--- src/dosc_pkg.sv ---
// Shared constants, codes and command types of the damped oscillator RK4 stepper.
// Depends on nothing; every other file of the block uses it.
package dosc_pkg;

   // Number format: signed Q16.16 in a 32-bit word.
   localparam int DATA_W    = 32;
   localparam int FRAC_W    = 16;
   localparam int CFG_W     = DATA_W - 1;
   localparam int IDX_W     = 32;
   localparam int PROD_W    = 2 * DATA_W;
   localparam int CSR_IDX_W = 2;
   localparam int STEP_W    = 5;

   localparam logic signed [DATA_W-1:0] SMAX = {1'b0, {(DATA_W-1){1'b1}}};
   localparam logic signed [DATA_W-1:0] SMIN = {1'b1, {(DATA_W-1){1'b0}}};

   // Exact unsigned division by six for 32-bit operands: (n * RECIP6) >> DIV6_SHIFT.
   localparam logic [DATA_W-1:0] RECIP6     = 32'hAAAA_AAAB;
   localparam int                DIV6_SHIFT = 34;
   localparam logic [DATA_W-1:0] DIV6_BIAS  = 32'd3;

   // Register reset values.
   localparam logic [CFG_W-1:0] STEP_SIZE_RST = CFG_W'(655);
   localparam logic [CFG_W-1:0] NAT_FREQ_RST  = CFG_W'(65536);
   localparam logic [CFG_W-1:0] DAMPING_RST   = '0;

   // Register map.
   typedef enum logic [CSR_IDX_W-1:0] {
      CSR_STEP_SIZE = 2'd0,
      CSR_NAT_FREQ  = 2'd1,
      CSR_DAMPING   = 2'd2
   } csr_idx_type;

   // Controller states.
   typedef enum logic [1:0] {
      ST_IDLE,
      ST_RUN,
      ST_OUT
   } state_type;

   // First multiplier operand.
   typedef enum logic [2:0] {
      OPA_OM,
      OPA_WX,
      OPA_W2,
      OPA_G2,
      OPA_DT,
      OPA_V,
      OPA_DIV_TQ,
      OPA_DIV_ACC
   } opa_type;

   // Second multiplier operand.
   typedef enum logic [3:0] {
      OPB_X,
      OPB_OM,
      OPB_WX,
      OPB_V,
      OPB_KV,
      OPB_PX,
      OPB_PV,
      OPB_SX,
      OPB_SV,
      OPB_RECIP
   } opb_type;

   // Product scaling: Q multiply, Q multiply with a factor one half, divide by six.
   typedef enum logic [1:0] {
      SH_Q,
      SH_HALF,
      SH_DIV
   } sh_type;

   // What the write-back stage does with a finished product.
   typedef enum logic [3:0] {
      ACT_NONE,
      ACT_WX,
      ACT_W2,
      ACT_E_SET,
      ACT_E_ADD,
      ACT_ACC,
      ACT_ACC_SX1,
      ACT_ACC_SX2,
      ACT_KV_INIT,
      ACT_KV,
      ACT_PX,
      ACT_PX_SV2,
      ACT_PV,
      ACT_TQ_SV1
   } act_type;

   typedef struct packed {
      opa_type a_sel;
      opb_type b_sel;
      sh_type  sh;
      act_type act;
   } uop_type;

   // Controller to datapath.
   typedef struct packed {
      logic    load;
      logic    op_valid;
      uop_type uop;
      logic    commit;
   } cmd_type;

   // Datapath to controller.
   typedef struct packed {
      logic out_free;
   } status_type;

endpackage

--- src/dosc_ifs.sv ---
// Handshake channel interfaces of the oscillator stepper: request, response and
// register write. Depends on dosc_pkg for widths.
interface dosc_req_if;
   logic                              valid;
   logic                              ready;
   logic                              start_req;
   logic signed [dosc_pkg::DATA_W-1:0] start_position;
   logic signed [dosc_pkg::DATA_W-1:0] start_velocity;

   modport source (output valid, start_req, start_position, start_velocity, input ready);
   modport sink (input valid, start_req, start_position, start_velocity, output ready);
endinterface

interface dosc_rsp_if;
   logic                              valid;
   logic                              ready;
   logic [dosc_pkg::IDX_W-1:0]        step_index;
   logic signed [dosc_pkg::DATA_W-1:0] position;
   logic signed [dosc_pkg::DATA_W-1:0] velocity;
   logic [dosc_pkg::CFG_W-1:0]        energy;

   modport source (output valid, step_index, position, velocity, energy, input ready);
   modport sink (input valid, step_index, position, velocity, energy, output ready);
endinterface

interface dosc_csr_if;
   logic                              valid;
   logic                              ready;
   logic [dosc_pkg::CSR_IDX_W-1:0]    index;
   logic [dosc_pkg::DATA_W-1:0]       data;

   modport source (output valid, index, data, input ready);
   modport sink (input valid, index, data, output ready);
endinterface

--- src/dosc_ctrl.sv ---
// Sequencer of the oscillator stepper: walks the operation list of one RK4 step
// through the shared multiplier. Depends on dosc_pkg.
module dosc_ctrl (
   input  logic                 clock,
   input  logic                 reset,
   input  logic                 req_valid,
   output logic                 req_ready,
   input  dosc_pkg::status_type status,
   output dosc_pkg::cmd_type    cmd
);
   import dosc_pkg::*;

   // The last slot issues nothing and lets the final product write back.
   localparam logic [STEP_W-1:0] DRAIN_STEP = STEP_W'(22);

   state_type           state_ff, state_in;
   logic [STEP_W-1:0]   step_ff, step_in;

   // Operation list. A result lands only after the product register and the write-back,
   // so an operation never reads a value written by the slot just before it.
   function automatic uop_type ucode(input logic [STEP_W-1:0] step);
      uop_type u;
      u = '{OPA_DT, OPB_X, SH_Q, ACT_NONE};
      case (step)
         5'd0:  u = '{OPA_OM,      OPB_X,     SH_Q,    ACT_WX};
         5'd1:  u = '{OPA_OM,      OPB_OM,    SH_Q,    ACT_W2};
         5'd2:  u = '{OPA_WX,      OPB_WX,    SH_HALF, ACT_E_SET};
         5'd3:  u = '{OPA_W2,      OPB_X,     SH_Q,    ACT_ACC};
         5'd4:  u = '{OPA_G2,      OPB_V,     SH_Q,    ACT_KV_INIT};
         5'd5:  u = '{OPA_DT,      OPB_V,     SH_HALF, ACT_PX};
         5'd6:  u = '{OPA_DT,      OPB_KV,    SH_HALF, ACT_PV};
         5'd7:  u = '{OPA_W2,      OPB_PX,    SH_Q,    ACT_ACC_SX2};
         5'd8:  u = '{OPA_G2,      OPB_PV,    SH_Q,    ACT_KV};
         5'd9:  u = '{OPA_DT,      OPB_PV,    SH_HALF, ACT_PX_SV2};
         5'd10: u = '{OPA_DT,      OPB_KV,    SH_HALF, ACT_PV};
         5'd11: u = '{OPA_W2,      OPB_PX,    SH_Q,    ACT_ACC_SX2};
         5'd12: u = '{OPA_G2,      OPB_PV,    SH_Q,    ACT_KV};
         5'd13: u = '{OPA_DT,      OPB_PV,    SH_Q,    ACT_PX_SV2};
         5'd14: u = '{OPA_DT,      OPB_KV,    SH_Q,    ACT_PV};
         5'd15: u = '{OPA_W2,      OPB_PX,    SH_Q,    ACT_ACC_SX1};
         5'd16: u = '{OPA_G2,      OPB_PV,    SH_Q,    ACT_KV};
         5'd17: u = '{OPA_DT,      OPB_SX,    SH_Q,    ACT_TQ_SV1};
         5'd18: u = '{OPA_V,       OPB_V,     SH_HALF, ACT_E_ADD};
         5'd19: u = '{OPA_DT,      OPB_SV,    SH_Q,    ACT_ACC};
         5'd20: u = '{OPA_DIV_TQ,  OPB_RECIP, SH_DIV,  ACT_PX};
         5'd21: u = '{OPA_DIV_ACC, OPB_RECIP, SH_DIV,  ACT_PV};
         default: u = '{OPA_DT, OPB_X, SH_Q, ACT_NONE};
      endcase
      return u;
   endfunction

   // State and slot registers.
   always_ff @(posedge clock) begin
      if (reset) begin
         state_ff <= ST_IDLE;
         step_ff  <= '0;
      end else begin
         state_ff <= state_in;
         step_ff  <= step_in;
      end
   end

   // Next state and commands.
   always_comb begin
      state_in  = state_ff;
      step_in   = step_ff;
      req_ready = 1'b0;
      cmd       = '0;
      cmd.uop   = ucode(step_ff);
      case (state_ff)
         ST_IDLE: begin
            req_ready = 1'b1;
            if (req_valid) begin
               cmd.load = 1'b1;
               step_in  = '0;
               state_in = ST_RUN;
            end
         end
         ST_RUN: begin
            if (step_ff == DRAIN_STEP) begin
               state_in = ST_OUT;
            end else begin
               cmd.op_valid = 1'b1;
               step_in      = step_ff + 1'b1;
            end
         end
         ST_OUT: begin
            if (status.out_free) begin
               cmd.commit = 1'b1;
               state_in   = ST_IDLE;
            end
         end
         default: begin
            state_in = ST_IDLE;
         end
      endcase
   end

`ifndef SYNTH
   a_accept_starts_run: assert property (@(posedge clock) disable iff (reset)
      (req_valid && req_ready) |=> (state_ff == ST_RUN && step_ff == '0))
      else $error("Accepted transaction did not start the operation list.");

   a_step_in_range: assert property (@(posedge clock) disable iff (reset)
      (state_ff == ST_RUN) |-> (step_ff <= DRAIN_STEP))
      else $error("Operation slot ran past the drain slot.");

   a_commit_when_free: assert property (@(posedge clock) disable iff (reset)
      cmd.commit |-> (status.out_free && !cmd.op_valid))
      else $error("Result committed while the output register was occupied.");
`endif

endmodule

--- src/dosc_dp.sv ---
// Datapath of the oscillator stepper: registers, shared two-stage multiplier with
// rounding and saturation, write-back adders and the output register. Uses dosc_pkg.
module dosc_dp (
   input  logic                               clock,
   input  logic                               reset,
   input  logic                               start_req,
   input  logic signed [dosc_pkg::DATA_W-1:0] start_position,
   input  logic signed [dosc_pkg::DATA_W-1:0] start_velocity,
   input  dosc_pkg::cmd_type                  cmd,
   output dosc_pkg::status_type               status,
   dosc_rsp_if.source                         rsp,
   dosc_csr_if.sink                           csr
);
   import dosc_pkg::*;

   localparam logic [PROD_W-1:0] RND_Q    = PROD_W'(1) << (FRAC_W - 1);
   localparam logic [PROD_W-1:0] RND_H    = PROD_W'(1) << FRAC_W;
   localparam logic [PROD_W-1:0] LIM_POS  = PROD_W'(SMAX);
   localparam logic [PROD_W-1:0] LIM_NEG  = LIM_POS + 1'b1;

   typedef logic signed [DATA_W-1:0] word_type;

   // Saturating add on signed words.
   function automatic word_type sat_add(input word_type a, input word_type b);
      logic signed [DATA_W:0] s;
      s = {a[DATA_W-1], a} + {b[DATA_W-1], b};
      if (s[DATA_W] != s[DATA_W-1]) begin
         return s[DATA_W] ? SMIN : SMAX;
      end
      return s[DATA_W-1:0];
   endfunction

   function automatic word_type sat_neg(input word_type a);
      return (a == SMIN) ? SMAX : -a;
   endfunction

   // Magnitude of a signed word; the most negative value maps to 2^(DATA_W-1).
   function automatic logic [DATA_W-1:0] magnitude(input word_type a);
      return a[DATA_W-1] ? (~a + 1'b1) : a;
   endfunction

   // Configuration registers.
   logic [CFG_W-1:0] dt_ff, om_ff, gamma_ff;

   // Oscillator state and working registers.
   word_type          x_ff, v_ff, x_in, v_in;
   logic [IDX_W-1:0]  idx_ff, idx_in;
   word_type          g2_ff, g2_in;
   word_type          wx_ff, wx_in, w2_ff, w2_in, e_ff, e_in;
   word_type          acc_ff, acc_in, kv_ff, kv_in, tq_ff, tq_in;
   word_type          px_ff, px_in, pv_ff, pv_in, sx_ff, sx_in, sv_ff, sv_in;

   // Multiplier stages.
   word_type            a_val, b_val;
   logic                a_div;
   logic [DATA_W-1:0]   mag_a, mag_b;
   logic [PROD_W-1:0]   prod_ff, prod_in;
   logic                neg_ff, neg_in;
   sh_type              sh_ff;
   act_type             act_ff, act_in;
   logic [PROD_W-1:0]   q;
   logic [DATA_W-1:0]   mag_r;
   word_type            r, accel;

   // Output register.
   logic              rsp_valid_ff, rsp_valid_in;
   logic [IDX_W-1:0]  rsp_idx_ff;
   word_type          rsp_pos_ff, rsp_vel_ff;
   logic [CFG_W-1:0]  rsp_energy_ff;

   // Register writes are always taken; the upper data bit is dropped.
   assign csr.ready = 1'b1;

   always_ff @(posedge clock) begin
      if (reset) begin
         dt_ff    <= STEP_SIZE_RST;
         om_ff    <= NAT_FREQ_RST;
         gamma_ff <= DAMPING_RST;
      end else if (csr.valid) begin
         case (csr_idx_type'(csr.index))
            CSR_STEP_SIZE: dt_ff    <= csr.data[CFG_W-1:0];
            CSR_NAT_FREQ:  om_ff    <= csr.data[CFG_W-1:0];
            CSR_DAMPING:   gamma_ff <= csr.data[CFG_W-1:0];
            default: begin
            end
         endcase
      end
   end

   // Operand selection and magnitude product.
   always_comb begin
      case (cmd.uop.a_sel)
         OPA_OM:      a_val = {1'b0, om_ff};
         OPA_WX:      a_val = wx_ff;
         OPA_W2:      a_val = w2_ff;
         OPA_G2:      a_val = g2_ff;
         OPA_DT:      a_val = {1'b0, dt_ff};
         OPA_V:       a_val = v_ff;
         OPA_DIV_TQ:  a_val = tq_ff;
         OPA_DIV_ACC: a_val = acc_ff;
         default:     a_val = '0;
      endcase
      case (cmd.uop.b_sel)
         OPB_X:   b_val = x_ff;
         OPB_OM:  b_val = {1'b0, om_ff};
         OPB_WX:  b_val = wx_ff;
         OPB_V:   b_val = v_ff;
         OPB_KV:  b_val = kv_ff;
         OPB_PX:  b_val = px_ff;
         OPB_PV:  b_val = pv_ff;
         OPB_SX:  b_val = sx_ff;
         OPB_SV:  b_val = sv_ff;
         default: b_val = '0;
      endcase
      a_div  = (cmd.uop.a_sel == OPA_DIV_TQ) || (cmd.uop.a_sel == OPA_DIV_ACC);
      // Division by six rounds half away from zero: (|a| + 3) / 6 with a's sign.
      mag_a  = a_div ? (magnitude(a_val) + DIV6_BIAS) : magnitude(a_val);
      mag_b  = (cmd.uop.b_sel == OPB_RECIP) ? RECIP6 : magnitude(b_val);
      neg_in = a_div ? a_val[DATA_W-1] : (a_val[DATA_W-1] ^ b_val[DATA_W-1]);
      prod_in = PROD_W'(mag_a) * PROD_W'(mag_b);
      act_in  = cmd.op_valid ? cmd.uop.act : ACT_NONE;
   end

   always_ff @(posedge clock) begin
      if (reset) begin
         act_ff <= ACT_NONE;
      end else begin
         act_ff <= act_in;
      end
      prod_ff <= prod_in;
      neg_ff  <= neg_in;
      sh_ff   <= cmd.uop.sh;
   end

   // Rounding shift and saturation of the registered product.
   always_comb begin
      case (sh_ff)
         SH_Q:    q = (prod_ff + RND_Q) >> FRAC_W;
         SH_HALF: q = (prod_ff + RND_H) >> (FRAC_W + 1);
         SH_DIV:  q = prod_ff >> DIV6_SHIFT;
         default: q = '0;
      endcase
      if (neg_ff) begin
         mag_r = (q > LIM_NEG) ? LIM_NEG[DATA_W-1:0] : q[DATA_W-1:0];
         r     = ~mag_r + 1'b1;
      end else begin
         mag_r = (q > LIM_POS) ? LIM_POS[DATA_W-1:0] : q[DATA_W-1:0];
         r     = mag_r;
      end
      accel = sat_neg(sat_add(acc_ff, r));
   end

   // Write-back of products and the load and commit of the oscillator state.
   always_comb begin
      x_in   = x_ff;
      v_in   = v_ff;
      idx_in = idx_ff;
      g2_in  = g2_ff;
      wx_in  = wx_ff;
      w2_in  = w2_ff;
      e_in   = e_ff;
      acc_in = acc_ff;
      kv_in  = kv_ff;
      tq_in  = tq_ff;
      px_in  = px_ff;
      pv_in  = pv_ff;
      sx_in  = sx_ff;
      sv_in  = sv_ff;

      case (act_ff)
         ACT_WX:      wx_in = r;
         ACT_W2:      w2_in = r;
         ACT_E_SET:   e_in  = r;
         ACT_E_ADD:   e_in  = sat_add(e_ff, r);
         ACT_ACC:     acc_in = r;
         ACT_ACC_SX1: begin
            acc_in = r;
            sx_in  = sat_add(sx_ff, pv_ff);
         end
         ACT_ACC_SX2: begin
            acc_in = r;
            sx_in  = sat_add(sx_ff, sat_add(pv_ff, pv_ff));
         end
         ACT_KV_INIT: begin
            kv_in = accel;
            sv_in = accel;
         end
         ACT_KV:      kv_in = accel;
         ACT_PX:      px_in = sat_add(x_ff, r);
         ACT_PX_SV2: begin
            px_in = sat_add(x_ff, r);
            sv_in = sat_add(sv_ff, sat_add(kv_ff, kv_ff));
         end
         ACT_PV:      pv_in = sat_add(v_ff, r);
         ACT_TQ_SV1: begin
            tq_in = r;
            sv_in = sat_add(sv_ff, kv_ff);
         end
         default: begin
         end
      endcase

      // Each request loads a run, with new values on a start; x's first slope is the velocity.
      if (cmd.load) begin
         g2_in = sat_add({1'b0, gamma_ff}, {1'b0, gamma_ff});
         if (start_req) begin
            x_in   = start_position;
            v_in   = start_velocity;
            idx_in = '0;
            sx_in  = start_velocity;
         end else begin
            sx_in  = v_ff;
         end
      end

      // The stepped state replaces the current one as its sample leaves.
      if (cmd.commit) begin
         x_in   = px_ff;
         v_in   = pv_ff;
         idx_in = (idx_ff == '1) ? idx_ff : idx_ff + 1'b1;
      end
   end

   always_ff @(posedge clock) begin
      if (reset) begin
         x_ff   <= '0;
         v_ff   <= '0;
         idx_ff <= '0;
      end else begin
         x_ff   <= x_in;
         v_ff   <= v_in;
         idx_ff <= idx_in;
      end
      g2_ff  <= g2_in;
      wx_ff  <= wx_in;
      w2_ff  <= w2_in;
      e_ff   <= e_in;
      acc_ff <= acc_in;
      kv_ff  <= kv_in;
      tq_ff  <= tq_in;
      px_ff  <= px_in;
      pv_ff  <= pv_in;
      sx_ff  <= sx_in;
      sv_ff  <= sv_in;
   end

   // Output register: filled on commit, emptied when the receiver takes it.
   always_comb begin
      rsp_valid_in = rsp_valid_ff;
      if (cmd.commit) begin
         rsp_valid_in = 1'b1;
      end else if (rsp.ready) begin
         rsp_valid_in = 1'b0;
      end
   end

   always_ff @(posedge clock) begin
      if (reset) begin
         rsp_valid_ff <= 1'b0;
      end else begin
         rsp_valid_ff <= rsp_valid_in;
      end
      if (cmd.commit) begin
         rsp_idx_ff    <= idx_ff;
         rsp_pos_ff    <= x_ff;
         rsp_vel_ff    <= v_ff;
         rsp_energy_ff <= e_ff[CFG_W-1:0];
      end
   end

   assign rsp.valid      = rsp_valid_ff;
   assign rsp.step_index = rsp_idx_ff;
   assign rsp.position   = rsp_pos_ff;
   assign rsp.velocity   = rsp_vel_ff;
   assign rsp.energy     = rsp_energy_ff;

   assign status.out_free = !rsp_valid_ff || rsp.ready;

`ifndef SYNTH
   a_commit_fills_output: assert property (@(posedge clock) disable iff (reset)
      cmd.commit |=> rsp_valid_ff)
      else $error("Committed result did not reach the output register.");

   a_start_clears_index: assert property (@(posedge clock) disable iff (reset)
      (cmd.load && start_req) |=> (idx_ff == '0))
      else $error("Start transaction did not clear the step index.");
`endif

endmodule

--- src/damped_oscillator_rk4_step.sv ---
// Damped harmonic oscillator, one fourth-order Runge-Kutta step per request.
//
// Channels: req_chan carries a start flag with an initial position and velocity;
// rsp_chan returns the step index, position, velocity and energy as they stood
// before the step; csr_chan writes step_size (0), natural_frequency (1) and
// damping_rate (2). Position and velocity are signed Q16.16, energy and the
// registers unsigned Q15.16; register writes are always taken and should only
// be issued while no request is in flight. A request is taken only when the
// block is idle, so the next one is not accepted before the last has been
// computed and committed to the output register. A step is a list of 22
// operations, issued one per cycle to the single shared multiplier, whose two
// stages are the product register and the write-back.
// A finished response sits in an output register; the next request is accepted
// and computed while it waits, and only the hand-over of the new result waits
// for the receiver to take the old one.
// Reset: synchronous, active high. Position, velocity and step index clear to
// zero, and the registers return to dt = 655, omega = 1.0, gamma = 0.
// Depends on dosc_pkg, dosc_ifs, dosc_ctrl and dosc_dp.
module damped_oscillator_rk4_step (
   input  logic      clock,
   input  logic      reset,
   dosc_req_if.sink  req_chan,
   dosc_rsp_if.source rsp_chan,
   dosc_csr_if.sink  csr_chan
);
   import dosc_pkg::*;

   cmd_type    cmd;
   status_type status;
   logic       req_ready;

   assign req_chan.ready = req_ready;

   // Sequencer.
   dosc_ctrl u_ctrl (
      .clock     (clock),
      .reset     (reset),
      .req_valid (req_chan.valid),
      .req_ready (req_ready),
      .status    (status),
      .cmd       (cmd)
   );

   // Arithmetic, state and output register.
   dosc_dp u_dp (
      .clock          (clock),
      .reset          (reset),
      .start_req      (req_chan.start_req),
      .start_position (req_chan.start_position),
      .start_velocity (req_chan.start_velocity),
      .cmd            (cmd),
      .status         (status),
      .rsp            (rsp_chan),
      .csr            (csr_chan)
   );

endmodule
--- src/flat_wrapper.sv ---
// flat-port wrapper written by rule: the top's interface ports become plain ports
module damped_oscillator_rk4_step_flat import dosc_pkg::*;
  (clock, reset, req_chan_valid, req_chan_start_req, req_chan_start_position, req_chan_start_velocity, req_chan_ready, rsp_chan_valid, rsp_chan_step_index, rsp_chan_position, rsp_chan_velocity, rsp_chan_energy, rsp_chan_ready, csr_chan_valid, csr_chan_index, csr_chan_data, csr_chan_ready);
  dosc_req_if req_chan_i ();
  dosc_rsp_if rsp_chan_i ();
  dosc_csr_if csr_chan_i ();
  input  logic clock;
  input  logic reset;
  input wire logic [$bits(req_chan_i.valid)-1:0] req_chan_valid;
  input wire logic [$bits(req_chan_i.start_req)-1:0] req_chan_start_req;
  input wire logic [$bits(req_chan_i.start_position)-1:0] req_chan_start_position;
  input wire logic [$bits(req_chan_i.start_velocity)-1:0] req_chan_start_velocity;
  output wire logic [$bits(req_chan_i.ready)-1:0] req_chan_ready;
  output wire logic [$bits(rsp_chan_i.valid)-1:0] rsp_chan_valid;
  output wire logic [$bits(rsp_chan_i.step_index)-1:0] rsp_chan_step_index;
  output wire logic [$bits(rsp_chan_i.position)-1:0] rsp_chan_position;
  output wire logic [$bits(rsp_chan_i.velocity)-1:0] rsp_chan_velocity;
  output wire logic [$bits(rsp_chan_i.energy)-1:0] rsp_chan_energy;
  input wire logic [$bits(rsp_chan_i.ready)-1:0] rsp_chan_ready;
  input wire logic [$bits(csr_chan_i.valid)-1:0] csr_chan_valid;
  input wire logic [$bits(csr_chan_i.index)-1:0] csr_chan_index;
  input wire logic [$bits(csr_chan_i.data)-1:0] csr_chan_data;
  output wire logic [$bits(csr_chan_i.ready)-1:0] csr_chan_ready;
  assign req_chan_i.valid = req_chan_valid;
  assign req_chan_i.start_req = req_chan_start_req;
  assign req_chan_i.start_position = req_chan_start_position;
  assign req_chan_i.start_velocity = req_chan_start_velocity;
  assign req_chan_ready = req_chan_i.ready;
  assign rsp_chan_valid = rsp_chan_i.valid;
  assign rsp_chan_step_index = rsp_chan_i.step_index;
  assign rsp_chan_position = rsp_chan_i.position;
  assign rsp_chan_velocity = rsp_chan_i.velocity;
  assign rsp_chan_energy = rsp_chan_i.energy;
  assign rsp_chan_i.ready = rsp_chan_ready;
  assign csr_chan_i.valid = csr_chan_valid;
  assign csr_chan_i.index = csr_chan_index;
  assign csr_chan_i.data = csr_chan_data;
  assign csr_chan_ready = csr_chan_i.ready;
  damped_oscillator_rk4_step u_core (.clock(clock), .reset(reset), .req_chan(req_chan_i), .rsp_chan(rsp_chan_i), .csr_chan(csr_chan_i));
endmodule
--- config.mk ---
export PLATFORM = sky130hd
export DESIGN_NAME = damped_oscillator_rk4_step_flat
export DESIGN_NICKNAME = d
export VERILOG_FILES = /design/src/dosc_pkg.sv /design/src/dosc_ifs.sv /design/src/dosc_ctrl.sv /design/src/dosc_dp.sv /design/src/damped_oscillator_rk4_step.sv /design/src/flat_wrapper.sv
export SDC_FILE = /design/constraint.sdc
export NUM_CORES = 2
export LEC_CHECK = 0
export BUFFER_PORTS_ARGS = -buffer_cell sky130_fd_sc_hd__buf_4
export CORE_AREA = 2 2 459 324
export CTS_CLUSTER_SIZE = 28
export DETAILED_ROUTE_END_ITERATION = 10
export DIE_AREA = 0 0 461 326
export HOLD_SLACK_MARGIN = 0.15
export PLACE_DENSITY = 0.73
export SLEW_MARGIN = 30
export SYNTH_ARGS = -nofsm -noshare
export SYNTH_HDL_FRONTEND = slang
export SYNTH_SLANG_ARGS = --single-unit
--- constraint.sdc ---
create_clock -name clock -period 14.9 [get_ports clock]
set_input_delay 1.49 -clock clock [delete_from_list [all_inputs] [get_ports clock]]
set_output_delay 1.49 -clock clock [all_outputs]
set_load 0.02 [all_outputs]
==> flow_metrics.py <==
metrics = {
    "sta": {
        "fin_setup_tns_ps": 0,
        "worst_hold_slack_ps": 347,
        "period_minus_slack_ps": 13980,
        "max_freq_mhz": 71.5,
        "max_slew_margin_pct": 21.5,
        "worstMarginPinSlew_ps": 1170,
        "finalSetupViolCount": 0,
        "final-hold-violation-count": 0,
        "fin_crit_sh_pct": 93.8,
        "skew_ps": 32.6,
        "rsz0062_at_grt": "false",
        "finalMaxSlewViolations": 0,
    },
    "clock_tree": {
        "cts_inserted_buffers": 75,
        "postCtsHoldBufs": 0,
        "clockRootBuffer": "clkbuf_16",
        "clkLatencyLatePin_ps": 720,
        "post_cts_buffers": 0,
        "clk_pin_slew_ps": 80,
        "cts-resized-gates": 0,
        "clk_path_buf_depth": 3,
        "cts_tree": "built",
        "cts.sinks": 745,
        "htreeDepth": 3,
    },
    "setup_path": {
        "slowest_stage": "xor2_1",
        "crit_top_cell": "fa_1",
        "slowest_delay_ps": 870,
        "crit_arrival_ps": 14620,
        "cp_max_fo": 34,
        "critPathLaunch": "u_core.u_ctrl.cmd[11]",
        "reg2reg_from": "u_core.u_ctrl.cmd[11]",
        "worstSetupEndpointType": "flip-flop",
        "worstSetupPathType": "reg2reg",
        "cp.required_ps": 15540,
        "startpoint_type": "flip-flop",
        "rrSetupSlack_ps": 920,
    },
    "synth": {
        "synth_cell_types": 109,
        "ys_seq_elements": 745,
        "netlist.area_leader.share_pct": 21.5,
        "synthTopCellsByArea": "fa_1 21%, edfxtp_1 17%, ha_1 7.9%, dfxtp_1 6.3%, inv_1 5.1%",
        "synth_fa_ha_area_share_pct": 29.7,
        "synthSimpleGateAreaFrac_pct": 16.1,
        "synth_compound_area_share_pct": 15.6,
        "synth-xor-area-share_pct": 5.09,
        "syn-instance-count": 9443,
        "async_flop_share_pct": 0,
        "synth_mux_area_share_pct": 2.72,
        "ys_warn_count": 0,
        "synth_top_family_by_area": "adder cells",
        "netlist.top_cell.by_area": "fa_1",
        "synth_area_per_cell_um2": 8.91,
        "syn-num-nets": 11000,
        "yosys_most_used_dff": "edfxtp_1",
        "synth_edf_count": 479,
        "synth_seq_area_share_pct": 23.4,
        "syn_area_um2": 84200,
    },
    "floorplanning": {
        "dieArea_um2": 150000,
        "coreArea_um2": 146000,
        "die_height_um": 326,
        "die_w_um": 461,
        "io_pins": 234,
        "placementRows": 118,
        "initial_core_util_pct": 57.5,
    },
    "cells_and_area": {
        "syn2layout_area_growth_pct": 8.98,
        "multiInputGateArea_um2": 58800,
        "finalNonFillerCells": 11600,
        "register_area_um2": 19700,
        "num-fill-cells": 12500,
        "drive_above_1_share_pct": 9.09,
        "nets": 11100,
    },
    "power": {
        "ir_worst_vdd_uv": 170,
        "combPwrFrac_pct": 58.7,
        "swShare_pct": 48.3,
        "p_int_mw": 6.13,
        "p_total_mw": 11.9,
        "p_switching_mw": 5.73,
        "leakagePower_nw": 39.8,
        "powerDensity_nw_per_um2": 129,
        "p_clk_share_pct": 17.6,
        "sequentialPowerShare_pct": 23.7,
    },
    "placed_design": {
        "portBuffers": 231,
        "dpl.hpwl_um": 264000,
        "dp_cells": 11400,
        "place_congestion": 1.14,
    },
    "grt": {
        "grt_pass1_vias": 71900,
        "grt_pass1_wl_um": 479000,
        "antenna_found_initial": 27,
        "grt_max_degree": 96,
        "track_usage_pct": 43.5,
        "gr-total-overflow": 0,
    },
    "status": {
        "status": "complete, no violations",
    },
    "detailed_routing": {
        "drt_iter0_markers": 11100,
        "wl_per_cell_um": 28.5,
        "drt_first_pass_iters": 7,
        "drc": 0,
        "antenna_left": 0,
        "vias": 76200,
        "vias_per_cell": 6.57,
        "finalWirelength_um": 331000,
    },
    "run": {
        "cap_violations": 0,
    },
    "worst_hold_path": {
        "min_path_type": "reg2reg",
        "hold_path.startpoint": "u_core.u_ctrl.cmd[6]",
    },
}
path summary, 6_finish.rpt:
kind / to / cells after the start
worst min register to register: u_core.u_dp.sh_ff[1] / 0
worst max-delay path: u_core.u_dp.prod_ff[62] / 40
worst min-delay path: u_core.u_dp.sh_ff[1] / 0
worst max register to register: u_core.u_dp.prod_ff[62] / 40
metrics by stage:
stage | setup slack (ps) | util, % | area (um^2)
global placement | 1540 | 60.7 | 88900
detailed placement | 1310 | 60.7 | 88900
CTS | 1270 | 62.5 | 91600
global route | 423 | 62.6 | 91700
floorplan | 3110 | - | 84200
finish | 917 | 62.6 | 91700
kinds of logic (layout without fill, tap and decap cells):
| family | after synthesis | count (layout) |
|---|---|---|
| other | 2 | 23 |
| XOR/XNOR | 486 | 486 |
| adder cells (fa/ha/maj) | 1460 | 1460 |
| flip-flops | 745 | 745 |
| multiplexers | 213 | 213 |
| buffers and inverters | 1616 | 1773 |
| AND/OR/NAND/NOR | 2949 | 2949 |
| AO/OA/AOI/OAI | 1972 | 1972 |
cells in the final DEF, fill, tap and decap left out, drive strengths merged, types with 32 or more instances in the layout:
master | Yosys | routed
a31oi | 64 | 64
xnor2 | 298 | 298
and2 | 87 | 87
o21bai | 37 | 37
a211oi | 97 | 97
a221o | 35 | 35
nor2 | 889 | 889
nand4 | 79 | 79
a211o | 41 | 41
or3 | 50 | 50
o22ai | 66 | 66
a21oi | 598 | 598
xor2 | 188 | 188
o2bb2ai | 38 | 38
nand2 | 1082 | 1082
o21a | 60 | 60
a22oi | 74 | 74
and3 | 68 | 68
nor3 | 112 | 112
a21o | 187 | 187
or2 | 73 | 73
nand3 | 159 | 159
nand3b | 36 | 36
o21ai | 297 | 297
nor4 | 49 | 49
mux2i | 171 | 171
o31ai | 32 | 32
o211ai | 40 | 40
nor2b | 79 | 79
clkbuf | 381 | 98
nand2b | 90 | 90
ha | 533 | 533
mux2 | 33 | 33
dfxtp | 266 | 266
buf | 95 | 494
inv | 1138 | 1149
fa | 903 | 903
edfxtp | 479 | 479
per-layer routing:
| layer | track usage (%) | routed length (um) | vias up |
|---|---|---|---|
| met5 | 1.73 | 500 | - |
| met4 | 14.6 | 13900 | 16 |
| met3 | 20.7 | 58900 | 752 |
| met2 | 55.3 | 124000 | 5479 |
| met1 | 63.5 | 134000 | 37600 |
| li1 | - | - | 32300 |
power by group through the flow:
stage	registers (mW)	logic (mW)	clock network, mW
floorplan	2.67	4.39	0
global placement	2.82	6.42	0
detailed placement	2.82	6.55	0
CTS	2.78	6.61	2.08
global route	2.80	7.33	2.17
finish	2.81	6.97	2.09
critical path, delay by kind of cell (launching register included):
family / cells / cell delay [ps]
mux: 1 / 670
compound gates: 15 / 4440
simple gates: 5 / 1370
buf+inv: 7 / 740
flops: 1 / 680
fa+ha+maj: 9 / 4440
xor+xnor: 3 / 1540
sequential cells by signal, indices dropped and copies added (netlist names), 13 cells and up:
name	flops
u_core.u_dp.rsp.energy	31
u_core.u_dp.sx_ff	32
u_core.u_ctrl.cmd	13
u_core.u_dp.om_ff	31
u_core.u_dp.prod_ff	49
u_core.u_dp.dt_ff	31
u_core.u_dp.pv_ff	32
u_core.u_dp.rsp.step_index	32
u_core.u_dp.gamma_ff	31
u_core.u_dp.rsp.position	32
u_core.u_dp.w2_ff	32
u_core.u_dp.e_ff	32
u_core.u_dp.g2_ff	32
u_core.u_dp.acc_ff	32
u_core.u_dp.px_ff	32
u_core.u_dp.tq_ff	32
u_core.u_dp.rsp.velocity	32
u_core.u_dp.kv_ff	32
u_core.u_dp.idx_ff	32
u_core.u_dp.wx_ff	32
u_core.u_dp.sv_ff	32
u_core.u_dp.x_ff	32
u_core.u_dp.v_ff	32
cell type report:
| class | count | area share (%) |
|---|---|---|
| antenna | 21 | 0.0573 |
| clock buffer | 98 | 2.30 |
| clock inverter | 41 | 0.558 |
| inverter | 1140 | 4.67 |
| multi-input combinational | 7082 | 64.1 |
| sequential | 745 | 21.5 |
| tap | 1980 | 2.70 |
| timing repair buffer | 494 | 4.12 |
synthesized netlist by cell type, drive strengths merged, types with 64 or more instances:
cell,instances
o21ai,297
a21oi,598
buf,95
xor2,188
or2,73
ha,533
nand4,79
inv,1138
a22oi,74
nor2b,79
clkbuf,381
a21o,187
nand2b,90
edfxtp,479
nand3,159
o22ai,66
and2,87
a31oi,64
xnor2,298
dfxtp,266
nor3,112
and3,68
nand2,1082
mux2i,171
fa,903
a211oi,97
nor2,889
No activity file was read; power rests on OpenSTA's default activity.
